<file path="src/rtl/fixed_block_fit_allocator_top_macros.svh">
// Assertion macros shared by the fixed-block fit allocator RTL.
`ifndef FIXED_BLOCK_FIT_ALLOCATOR_TOP_MACROS_SVH
`define FIXED_BLOCK_FIT_ALLOCATOR_TOP_MACROS_SVH

// Checks a condition at every clock edge outside reset.
`define FBFA_ASSERT_NOW(label, cond, msg) \
   label: assert property (@(posedge clock) disable iff (reset) (cond)) else $error(msg);

// Checks that a condition follows from a trigger in the next cycle.
`define FBFA_ASSERT_NEXT(label, trig, cons, msg) \
   label: assert property (@(posedge clock) disable iff (reset) (trig) |=> (cons)) \
      else $error(msg);

`endif

</file>
<file path="src/rtl/fbfa_pkg.sv">
// Package with shared types and constants of the fixed-block fit allocator.
`timescale 1ns / 1ps
package fbfa_pkg;

   localparam int NUM_BLOCKS_DEF = 16;
   localparam int SIZE_BITS_DEF  = 16;
   localparam int AMOUNT_W       = 16;
   localparam int BLOCK_INDEX_W  = 4;
   localparam int BLOCK_NUM_W    = 5;
   localparam int POLICY_W       = 2;
   localparam int BIU_W          = 5;
   localparam int CSR_INDEX_W    = 1;
   localparam int CSR_DATA_W     = 5;
   localparam int CELL_ID_W      = 9;

   localparam logic [BIU_W-1:0] BIU_RESET = BIU_W'(16);

   typedef enum logic [POLICY_W-1:0] {
      POLICY_FIRST = 2'd0,
      POLICY_WORST = 2'd1,
      POLICY_BEST  = 2'd2
   } policy_type;

   typedef enum logic [0:0] {
      MODE_LOAD    = 1'b0,
      MODE_REQUEST = 1'b1
   } mode_type;

   typedef enum logic [CSR_INDEX_W-1:0] {
      CSR_FIT_POLICY    = 1'b0,
      CSR_BLOCKS_IN_USE = 1'b1
   } csr_index_type;

   typedef struct packed {
      mode_type                 mode;
      logic [BLOCK_INDEX_W-1:0] block_index;
      logic [AMOUNT_W-1:0]      amount;
   } req_type;

   typedef struct packed {
      logic                   allocated;
      logic [BLOCK_NUM_W-1:0] block_number;
   } rsp_type;

   typedef struct packed {
      logic valid;
      logic found;
   } link_type;

   typedef struct packed {
      logic load;
      logic update;
   } cmd_type;

endpackage

</file>
<file path="src/rtl/fixed_block_fit_allocator_top.sv">
// Top level of the fixed-block fit allocator: control, configuration and the cell chain.
`timescale 1ns / 1ps
`include "fixed_block_fit_allocator_top_macros.svh"
// The allocator keeps one capacity per block in a chain of NUM_BLOCKS cells. A load
// transaction writes one capacity in the cycle it is accepted, and the next transaction
// can follow at once. In a request transaction the search record passes one cell per clock
// along the chain; a finish state then writes the response register and, for a granted
// request, the chosen block's new capacity. A response that is not taken holds the block
// in the finish state. Only one request is in flight at a time.
module fixed_block_fit_allocator_top #(
   parameter int NUM_BLOCKS = fbfa_pkg::NUM_BLOCKS_DEF,
   parameter int SIZE_BITS  = fbfa_pkg::SIZE_BITS_DEF
) (
   input  logic                               clock,
   input  logic                               reset,
   input  logic                               req_valid,
   output logic                               req_ready,
   input  fbfa_pkg::req_type                  req_data,
   output logic                               rsp_valid,
   input  logic                               rsp_ready,
   output fbfa_pkg::rsp_type                  rsp_data,
   input  logic                               csr_wr_en,
   input  logic [fbfa_pkg::CSR_INDEX_W-1:0]   csr_index,
   input  logic [fbfa_pkg::CSR_DATA_W-1:0]    csr_wdata
);
   import fbfa_pkg::*;

   localparam int IDX_W  = (NUM_BLOCKS > 1) ? $clog2(NUM_BLOCKS) : 1;
   localparam int NUM_W  = IDX_W + 1;
   localparam int CMP_W  = (SIZE_BITS > AMOUNT_W) ? SIZE_BITS : AMOUNT_W;

   typedef enum logic [1:0] {
      ST_IDLE,
      ST_SEARCH,
      ST_FINISH
   } state_type;

   state_type             state_ff;
   logic [POLICY_W-1:0]   policy_ff;
   logic [BIU_W-1:0]      biu_ff;
   logic [AMOUNT_W-1:0]   size_ff;
   logic                  grant_ff;
   logic [IDX_W-1:0]      grant_idx_ff;
   logic                  rsp_valid_ff;
   rsp_type               rsp_data_ff;

   logic                  req_fire;
   logic                  load_ok;
   logic                  out_free;
   logic                  found_fit;
   logic [NUM_W-1:0]      grant_num;
   cmd_type               cmd;
   logic [IDX_W-1:0]      bus_index;
   logic [AMOUNT_W-1:0]   bus_amount;

   link_type              link_w [0:NUM_BLOCKS];
   logic [SIZE_BITS-1:0]  cap_w  [0:NUM_BLOCKS];
   logic [IDX_W-1:0]      idx_w  [0:NUM_BLOCKS];
   logic [NUM_BLOCKS-1:0] chain_valid;

   assign req_ready = (state_ff == ST_IDLE);
   assign req_fire  = req_valid && req_ready;
   assign load_ok   = (CELL_ID_W'(req_data.block_index) < CELL_ID_W'(NUM_BLOCKS));
   assign out_free  = !rsp_valid_ff || rsp_ready;
   assign found_fit = link_w[NUM_BLOCKS].found &&
                      (CMP_W'(cap_w[NUM_BLOCKS]) >= CMP_W'(size_ff));
   assign grant_num = NUM_W'(grant_idx_ff) + NUM_W'(1);

   assign cmd.load   = req_fire && (req_data.mode == MODE_LOAD) && load_ok;
   assign cmd.update = (state_ff == ST_FINISH) && out_free && grant_ff;

   assign bus_index  = (state_ff == ST_IDLE) ? IDX_W'(req_data.block_index) : grant_idx_ff;
   assign bus_amount = (state_ff == ST_IDLE) ? req_data.amount : size_ff;

   assign link_w[0].valid = req_fire && (req_data.mode == MODE_REQUEST);
   assign link_w[0].found = 1'b0;
   assign cap_w[0]        = '0;
   assign idx_w[0]        = '0;

   for (genvar g = 0; g < NUM_BLOCKS; g++) begin : g_cell
      fbfa_cell #(
         .SIZE_BITS (SIZE_BITS),
         .IDX_W     (IDX_W),
         .CELL_ID   (g)
      ) u_cell (
         .clock         (clock),
         .reset         (reset),
         .cmd           (cmd),
         .bus_index     (bus_index),
         .bus_amount    (bus_amount),
         .fit_policy    (policy_ff),
         .blocks_in_use (biu_ff),
         .prev_link     (link_w[g]),
         .prev_cap      (cap_w[g]),
         .prev_idx      (idx_w[g]),
         .link_out      (link_w[g+1]),
         .cap_out       (cap_w[g+1]),
         .idx_out       (idx_w[g+1])
      );
      assign chain_valid[g] = link_w[g+1].valid;
   end

   always_ff @(posedge clock) begin
      if (reset) begin
         policy_ff <= POLICY_FIRST;
         biu_ff    <= BIU_RESET;
      end else if (csr_wr_en) begin
         unique case (csr_index)
            CSR_FIT_POLICY:    policy_ff <= POLICY_W'(csr_wdata);
            CSR_BLOCKS_IN_USE: biu_ff    <= csr_wdata;
            default:           biu_ff    <= biu_ff;
         endcase
      end
   end

   always_ff @(posedge clock) begin
      if (reset) begin
         state_ff     <= ST_IDLE;
         rsp_valid_ff <= 1'b0;
         grant_ff     <= 1'b0;
      end else begin
         if ((state_ff == ST_FINISH) && out_free) begin
            rsp_valid_ff <= 1'b1;
         end else if (rsp_ready) begin
            rsp_valid_ff <= 1'b0;
         end
         unique case (state_ff)
            ST_IDLE: begin
               if (req_fire && (req_data.mode == MODE_REQUEST)) begin
                  size_ff  <= req_data.amount;
                  state_ff <= ST_SEARCH;
               end
            end
            ST_SEARCH: begin
               if (link_w[NUM_BLOCKS].valid) begin
                  grant_ff     <= found_fit;
                  grant_idx_ff <= idx_w[NUM_BLOCKS];
                  state_ff     <= ST_FINISH;
               end
            end
            ST_FINISH: begin
               if (out_free) begin
                  rsp_data_ff.allocated    <= grant_ff;
                  rsp_data_ff.block_number <= grant_ff ? BLOCK_NUM_W'(grant_num) : '0;
                  state_ff                 <= ST_IDLE;
               end
            end
            default: state_ff <= ST_IDLE;
         endcase
      end
   end

   assign rsp_valid = rsp_valid_ff;
   assign rsp_data  = rsp_data_ff;

   `FBFA_ASSERT_NOW(a_one_search, $onehot0(chain_valid), "more than one search in the chain")
   `FBFA_ASSERT_NOW(a_end_in_search, !chain_valid[NUM_BLOCKS-1] || (state_ff == ST_SEARCH), "search ended outside the search state")
   `FBFA_ASSERT_NEXT(a_search_start, link_w[0].valid, chain_valid[0], "request did not enter the first cell")
   `FBFA_ASSERT_NEXT(a_update_rsp, cmd.update, rsp_valid_ff && rsp_data_ff.allocated, "capacity update without a granted response")

endmodule

</file>
<file path="src/rtl/fbfa_cell.sv">
// One allocator cell: holds a block capacity and passes the search record onward.
`timescale 1ns / 1ps
module fbfa_cell #(
   parameter int SIZE_BITS = fbfa_pkg::SIZE_BITS_DEF,
   parameter int IDX_W     = 4,
   parameter int CELL_ID   = 0
) (
   input  logic                             clock,
   input  logic                             reset,
   input  fbfa_pkg::cmd_type                cmd,
   input  logic [IDX_W-1:0]                 bus_index,
   input  logic [fbfa_pkg::AMOUNT_W-1:0]    bus_amount,
   input  logic [fbfa_pkg::POLICY_W-1:0]    fit_policy,
   input  logic [fbfa_pkg::BIU_W-1:0]       blocks_in_use,
   input  fbfa_pkg::link_type               prev_link,
   input  logic [SIZE_BITS-1:0]             prev_cap,
   input  logic [IDX_W-1:0]                 prev_idx,
   output fbfa_pkg::link_type               link_out,
   output logic [SIZE_BITS-1:0]             cap_out,
   output logic [IDX_W-1:0]                 idx_out
);
   import fbfa_pkg::*;

   localparam int CMP_W = (SIZE_BITS > AMOUNT_W) ? SIZE_BITS : AMOUNT_W;
   localparam logic [CELL_ID_W-1:0] ID_WIDE  = CELL_ID_W'(CELL_ID);
   localparam logic [IDX_W-1:0]     ID_SHORT = IDX_W'(CELL_ID);

   logic [SIZE_BITS-1:0] cap_ff;
   logic [SIZE_BITS-1:0] cap_in;
   link_type             link_ff;
   logic [SIZE_BITS-1:0] best_cap_ff;
   logic [IDX_W-1:0]     best_idx_ff;
   logic                 selected;
   logic                 active;
   logic                 fits;
   logic                 take;
   logic                 capture;

   assign selected = (bus_index == ID_SHORT);
   assign active   = (ID_WIDE < CELL_ID_W'(blocks_in_use));
   assign fits     = (CMP_W'(cap_ff) >= CMP_W'(bus_amount));
   assign capture  = prev_link.valid && active && take;

   always_comb begin
      take = 1'b0;
      case (fit_policy)
         POLICY_WORST: take = !prev_link.found || (cap_ff >= prev_cap);
         POLICY_BEST:  take = fits && (!prev_link.found || (cap_ff <= prev_cap));
         default:      take = fits && !prev_link.found;
      endcase
   end

   always_comb begin
      cap_in = cap_ff;
      if (cmd.load && selected) begin
         cap_in = SIZE_BITS'(bus_amount);
      end else if (cmd.update && selected) begin
         cap_in = cap_ff - SIZE_BITS'(bus_amount);
      end
   end

   always_ff @(posedge clock) begin
      if (reset) begin
         cap_ff  <= '0;
         link_ff <= '0;
      end else begin
         cap_ff        <= cap_in;
         link_ff.valid <= prev_link.valid;
         link_ff.found <= prev_link.found || capture;
      end
   end

   always_ff @(posedge clock) begin
      best_cap_ff <= capture ? cap_ff : prev_cap;
      best_idx_ff <= capture ? ID_SHORT : prev_idx;
   end

   assign link_out = link_ff;
   assign cap_out  = best_cap_ff;
   assign idx_out  = best_idx_ff;

endmodule

</file>
<file path="config.mk">
export PLATFORM = sky130hd
export DESIGN_NAME = fixed_block_fit_allocator_top
export DESIGN_NICKNAME = d
export VERILOG_FILES = /design/src/rtl/fbfa_pkg.sv /design/src/rtl/fixed_block_fit_allocator_top.sv /design/src/rtl/fbfa_cell.sv
export VERILOG_INCLUDE_DIRS = /design/src /design/src/rtl
export SDC_FILE = /design/constraint.sdc
export NUM_CORES = 2
export LEC_CHECK = 0
export ABC_CLOCK_PERIOD_IN_PS = 13200
export BUFFER_PORTS_ARGS = -buffer_cell sky130_fd_sc_hd__buf_2
export CORE_MARGIN = 2
export CORE_UTILIZATION = 45
export CTS_CLUSTER_SIZE = 14
export DETAILED_ROUTE_END_ITERATION = 8
export GPL_TIMING_DRIVEN = 0
export PLACE_DENSITY = 0.57
export SYNTH_ARGS = -nofsm -noshare
export SYNTH_HDL_FRONTEND = slang
export SYNTH_SLANG_ARGS = --single-unit
export TNS_END_PERCENT = 30
</file>
<file path="constraint.sdc">
create_clock -name clock -period 13.2 [get_ports clock]
set_input_delay 0 -clock clock [delete_from_list [all_inputs] [get_ports clock]]
set_output_delay 0 -clock clock [all_outputs]
set_load 0.05 [all_outputs]
</file>
==> results.md <==
- Status: finished, violations left
- Violated checks: max-capacitance violations, max-slew violations
- Max Slew Vio Count: 38
- Clock root buffer: clkbuf_16
- M3 GR Usage: 7.89%
- Startpoint types: register
- Min-Delay Path Class: primary input to register
- Grt total ovfl: 0
- CTS H-tree lvls: 3
- Number of synthesized flops with an enable pin: 26
- Num Clock Sinks: 630
- Grt met1 use: 47.2%
- Register bit total from synthesis: 630
- Via count: 39100
- Synth Area in Adders: 15.5%
- Worst Max-Slew Pin Slew: 1.57 ns
- Vias in the first global route: 36400
- Die Area: 0.0955 sq mm
- Most used routing layer: met2
- Ys async rst share: 0%
- Post-synthesis mux area share: 7.27%
- Area grow syn2layout: 13.0%
- YS warnings: 0
- Slew HR: -4.97%
- Pre-antenna DRT Iters: 6
- Initial antenna violation count: 8
- Worst Path Max Fanout: 17
- Initial core utilization: 45.5%
- Power Dens Cells: 106 mW/mm^2
- DIE HEIGHT: 309 um
- Max Freq: 150 MHz
- Setup tns final: 0 ns
- Final setup violation count: 0
- Area of the multi-input gates: 0.0269 sq mm
- Design area: 0.0473 sq mm
- CP required: 13.74 ns
- Synthesized area: 0.0419 sq mm
- Sequential area share after synthesis: 30.7%
- Post-DP Area: 0.0443 sq mm
- GRT Total Usage: 35.4%
- Clock Latency Late Sink: 0.68 ns
- CP max-delay cell: nand2_1
- Residual DRC count: 0
- CTS tree: yes
- Share of layout cells above drive strength 1: 11.1%
- Critical Path Max Stage Delay: 1.00 ns
- Wirelength per Cell: 27.0 um
- Simple-gate portion of the synthesized area: 14.3%
- LEAKAGE: 20.0 nW
- Worst Setup End Kind: register
- RePlAce Congestion: 1.02
- Commonest non-fill, non-tap cell in the layout: dfxtp_1
- Post-route ant nets: 0
- Row cnt: 111
- Core Area: 0.0919 sq mm
- DRT Wirelength: 172000 um
- Post-Syn Instances: 4894
- Final Hold Viols: 0
- Crit Path Class: register to register
- Crit path arrival time: 7.20 ns
- Distinct cells, synth: 95
- Register area: 0.0129 sq mm
- Final period utilization: 50.4%
- Port Buffer Count: 36
- HPWL Detailed: 128000 um
- Post-CTS setup buffers: 0
- Combinational family with the most area after synthesis: compound AO/OA/AOI/OAI gates
- Synth Area in Compound Gates: 22.5%
- Synth Area in XOR/XNOR: 4.41%
- Mapped Avg Cell Area: 8.56 sq um
- Num ports: 40
- Syn nets: 5423
- Initial DRC count: 4173
- Cells along the critical path: buf_6, or2_2, buf_2, inv_1, buf_1, nand2_1, nand2_1, ha_1, inv_1, ha_1, a31o_2, maj3_2, a21oi_2, a21boi_1, o31ai_1, a211oi_1, o21ai_2, buf_4, mux2_2
- RSZ-0062 raised after global routing: no
- Die X-Extent: 309 um
- CTS max path bufs: 3
- Final min period: 6.66 ns
- Main synth FF type: dfxtp_1
- Nets: 5593
- Clock transition at the registers of the reported paths: 0.06 ns
- Pin count of the biggest net entering global routing: 18
- First-pass GRT wire length: 248000 um
- Vias per inst: 6.13
- Max-cap violations: 5
- Final Skew: 0.0291 ns
- Fill cells: 8886
- TritonCTS buffer count: 79
- Most frequent cells in the layout: 604 x dfxtp_1, 514 x a21oi_1, 497 x ha_1
- Worst vdd ir: 0.0908 mV
- Met2 usage: 53.8%
## path summary, 6_finish.rpt
path,from,endpoint,slack (ns),depth (start not counted)
max,state_ff[1]$_SDFFE_PP0P_,g_cell[1].u_cell.cap_out[14]$_DFF_P_,6.54,19
min,req_data[20],g_cell[0].u_cell.link_out[0]$_SDFF_PP0_,0.07,4
max reg2reg,state_ff[1]$_SDFFE_PP0P_,g_cell[1].u_cell.cap_out[14]$_DFF_P_,6.54,19
min reg2reg,g_cell[11].u_cell.idx_out[3]$_SDFF_PP1_,g_cell[12].u_cell.idx_out[3]$_SDFF_PP1_,0.41,1
## stage by stage
stage	std cells	util (%)	setup slack, ns	hold slack, ns	total power, mW
after floorplan	4894	-	8.34	0.0989	2.43
after global placement	6173	47.4	3.83	0.190	2.70
after CTS	6369	51.4	6.29	0.0240	5.00
after detailed placement	6194	48.2	6.31	0.193	2.74
final	6374	51.5	6.54	0.0747	5.02
after global routing	6372	51.5	6.44	0.0637	5.15
## registers in the layout, indices dropped and copies added (netlist names)
signal	flops
g_cell.u_cell.cap_ff	256
g_cell.u_cell.cap_out	256
g_cell.u_cell.idx_out	49
g_cell.u_cell.link_out	32
size_ff	16
rsp_data	6
biu_ff	5
grant_idx_ff	4
policy_ff	2
state_ff	2
grant_ff	1
rsp_valid	1
## layout make-up
cell class	count	share of cell area, %
Timing Repair Buffer	89	2.07
Clock inverter	27	0.606
Sequential cell	630	27.2
Antenna cell	5	0.0264
Tap cell	1243	3.29
Clock buffer	116	5.08
Buffer	204	1.91
Multi-Input combinational cell	3699	56.9
Inverter	361	2.86
## layer usage
metal / vias to the layer above / routed length (um)
li1: 18200 / -
met1: 18700 / 73500
met2: 1807 / 73000
met3: 463 / 16000
met4: 10 / 9660
met5: - / 65
## synth_stat cells (35+ instances only)
cell | number | area (sq um)
o21a_1 | 42 | 315
nor3_1 | 90 | 450
and2_1 | 49 | 307
dfxtp_1 | 604 | 12100
a21o_1 | 162 | 1220
o31ai_1 | 35 | 263
a211oi_1 | 54 | 405
xnor2_1 | 142 | 1240
and3_1 | 44 | 275
mux2_2 | 212 | 2390
o211ai_1 | 181 | 1360
a31oi_1 | 54 | 338
ha_1 | 497 | 6220
nand4_1 | 78 | 488
clkbuf_1 | 147 | 552
a21oi_1 | 518 | 2590
nand3_1 | 126 | 631
nand2b_1 | 41 | 257
xor2_1 | 69 | 604
nor2b_1 | 67 | 419
nand2_1 | 381 | 1430
nor2_1 | 230 | 863
inv_1 | 360 | 1350
o21ai_0 | 218 | 1090
## logic make-up after synthesis
| group | count (synthesis) |
|---|---|
| buf+inv | 565 |
| xor+xnor | 211 |
| mux | 269 |
| compound gates | 1470 |
| fa+ha+maj | 522 |
| simple gates | 1227 |
| flops | 630 |
## worst max-delay path, delay by kind of cell, from the launching register on
family / cells / cell delay [ns]
buf+inv: 6 / 1.70
compound gates: 6 / 1.67
mux: 1 / 0.41
flops: 1 / 0.34
fa+ha+maj: 3 / 0.94
simple gates: 3 / 1.44
## where the power goes
part           internal, mW  switching (mW)  leakage [nW]  total, mW
logic                 0.257           0.538          13.6      0.795
registers              1.93          0.0156          5.11       1.94
clock network          1.36           0.928          1.33       2.29
total                  3.54            1.48          20.0       5.02
## repair_timing
| item | in CTS | in global routing |
|---|---|---|
| hold buffers | 32 | 0 |
| gates resized for setup | 0 | 0 |
| setup endpoints to repair | 0 | 0 |
| hold endpoints to repair | 27 | 0 |
Note: power is estimated with default switching activity, not from simulation.
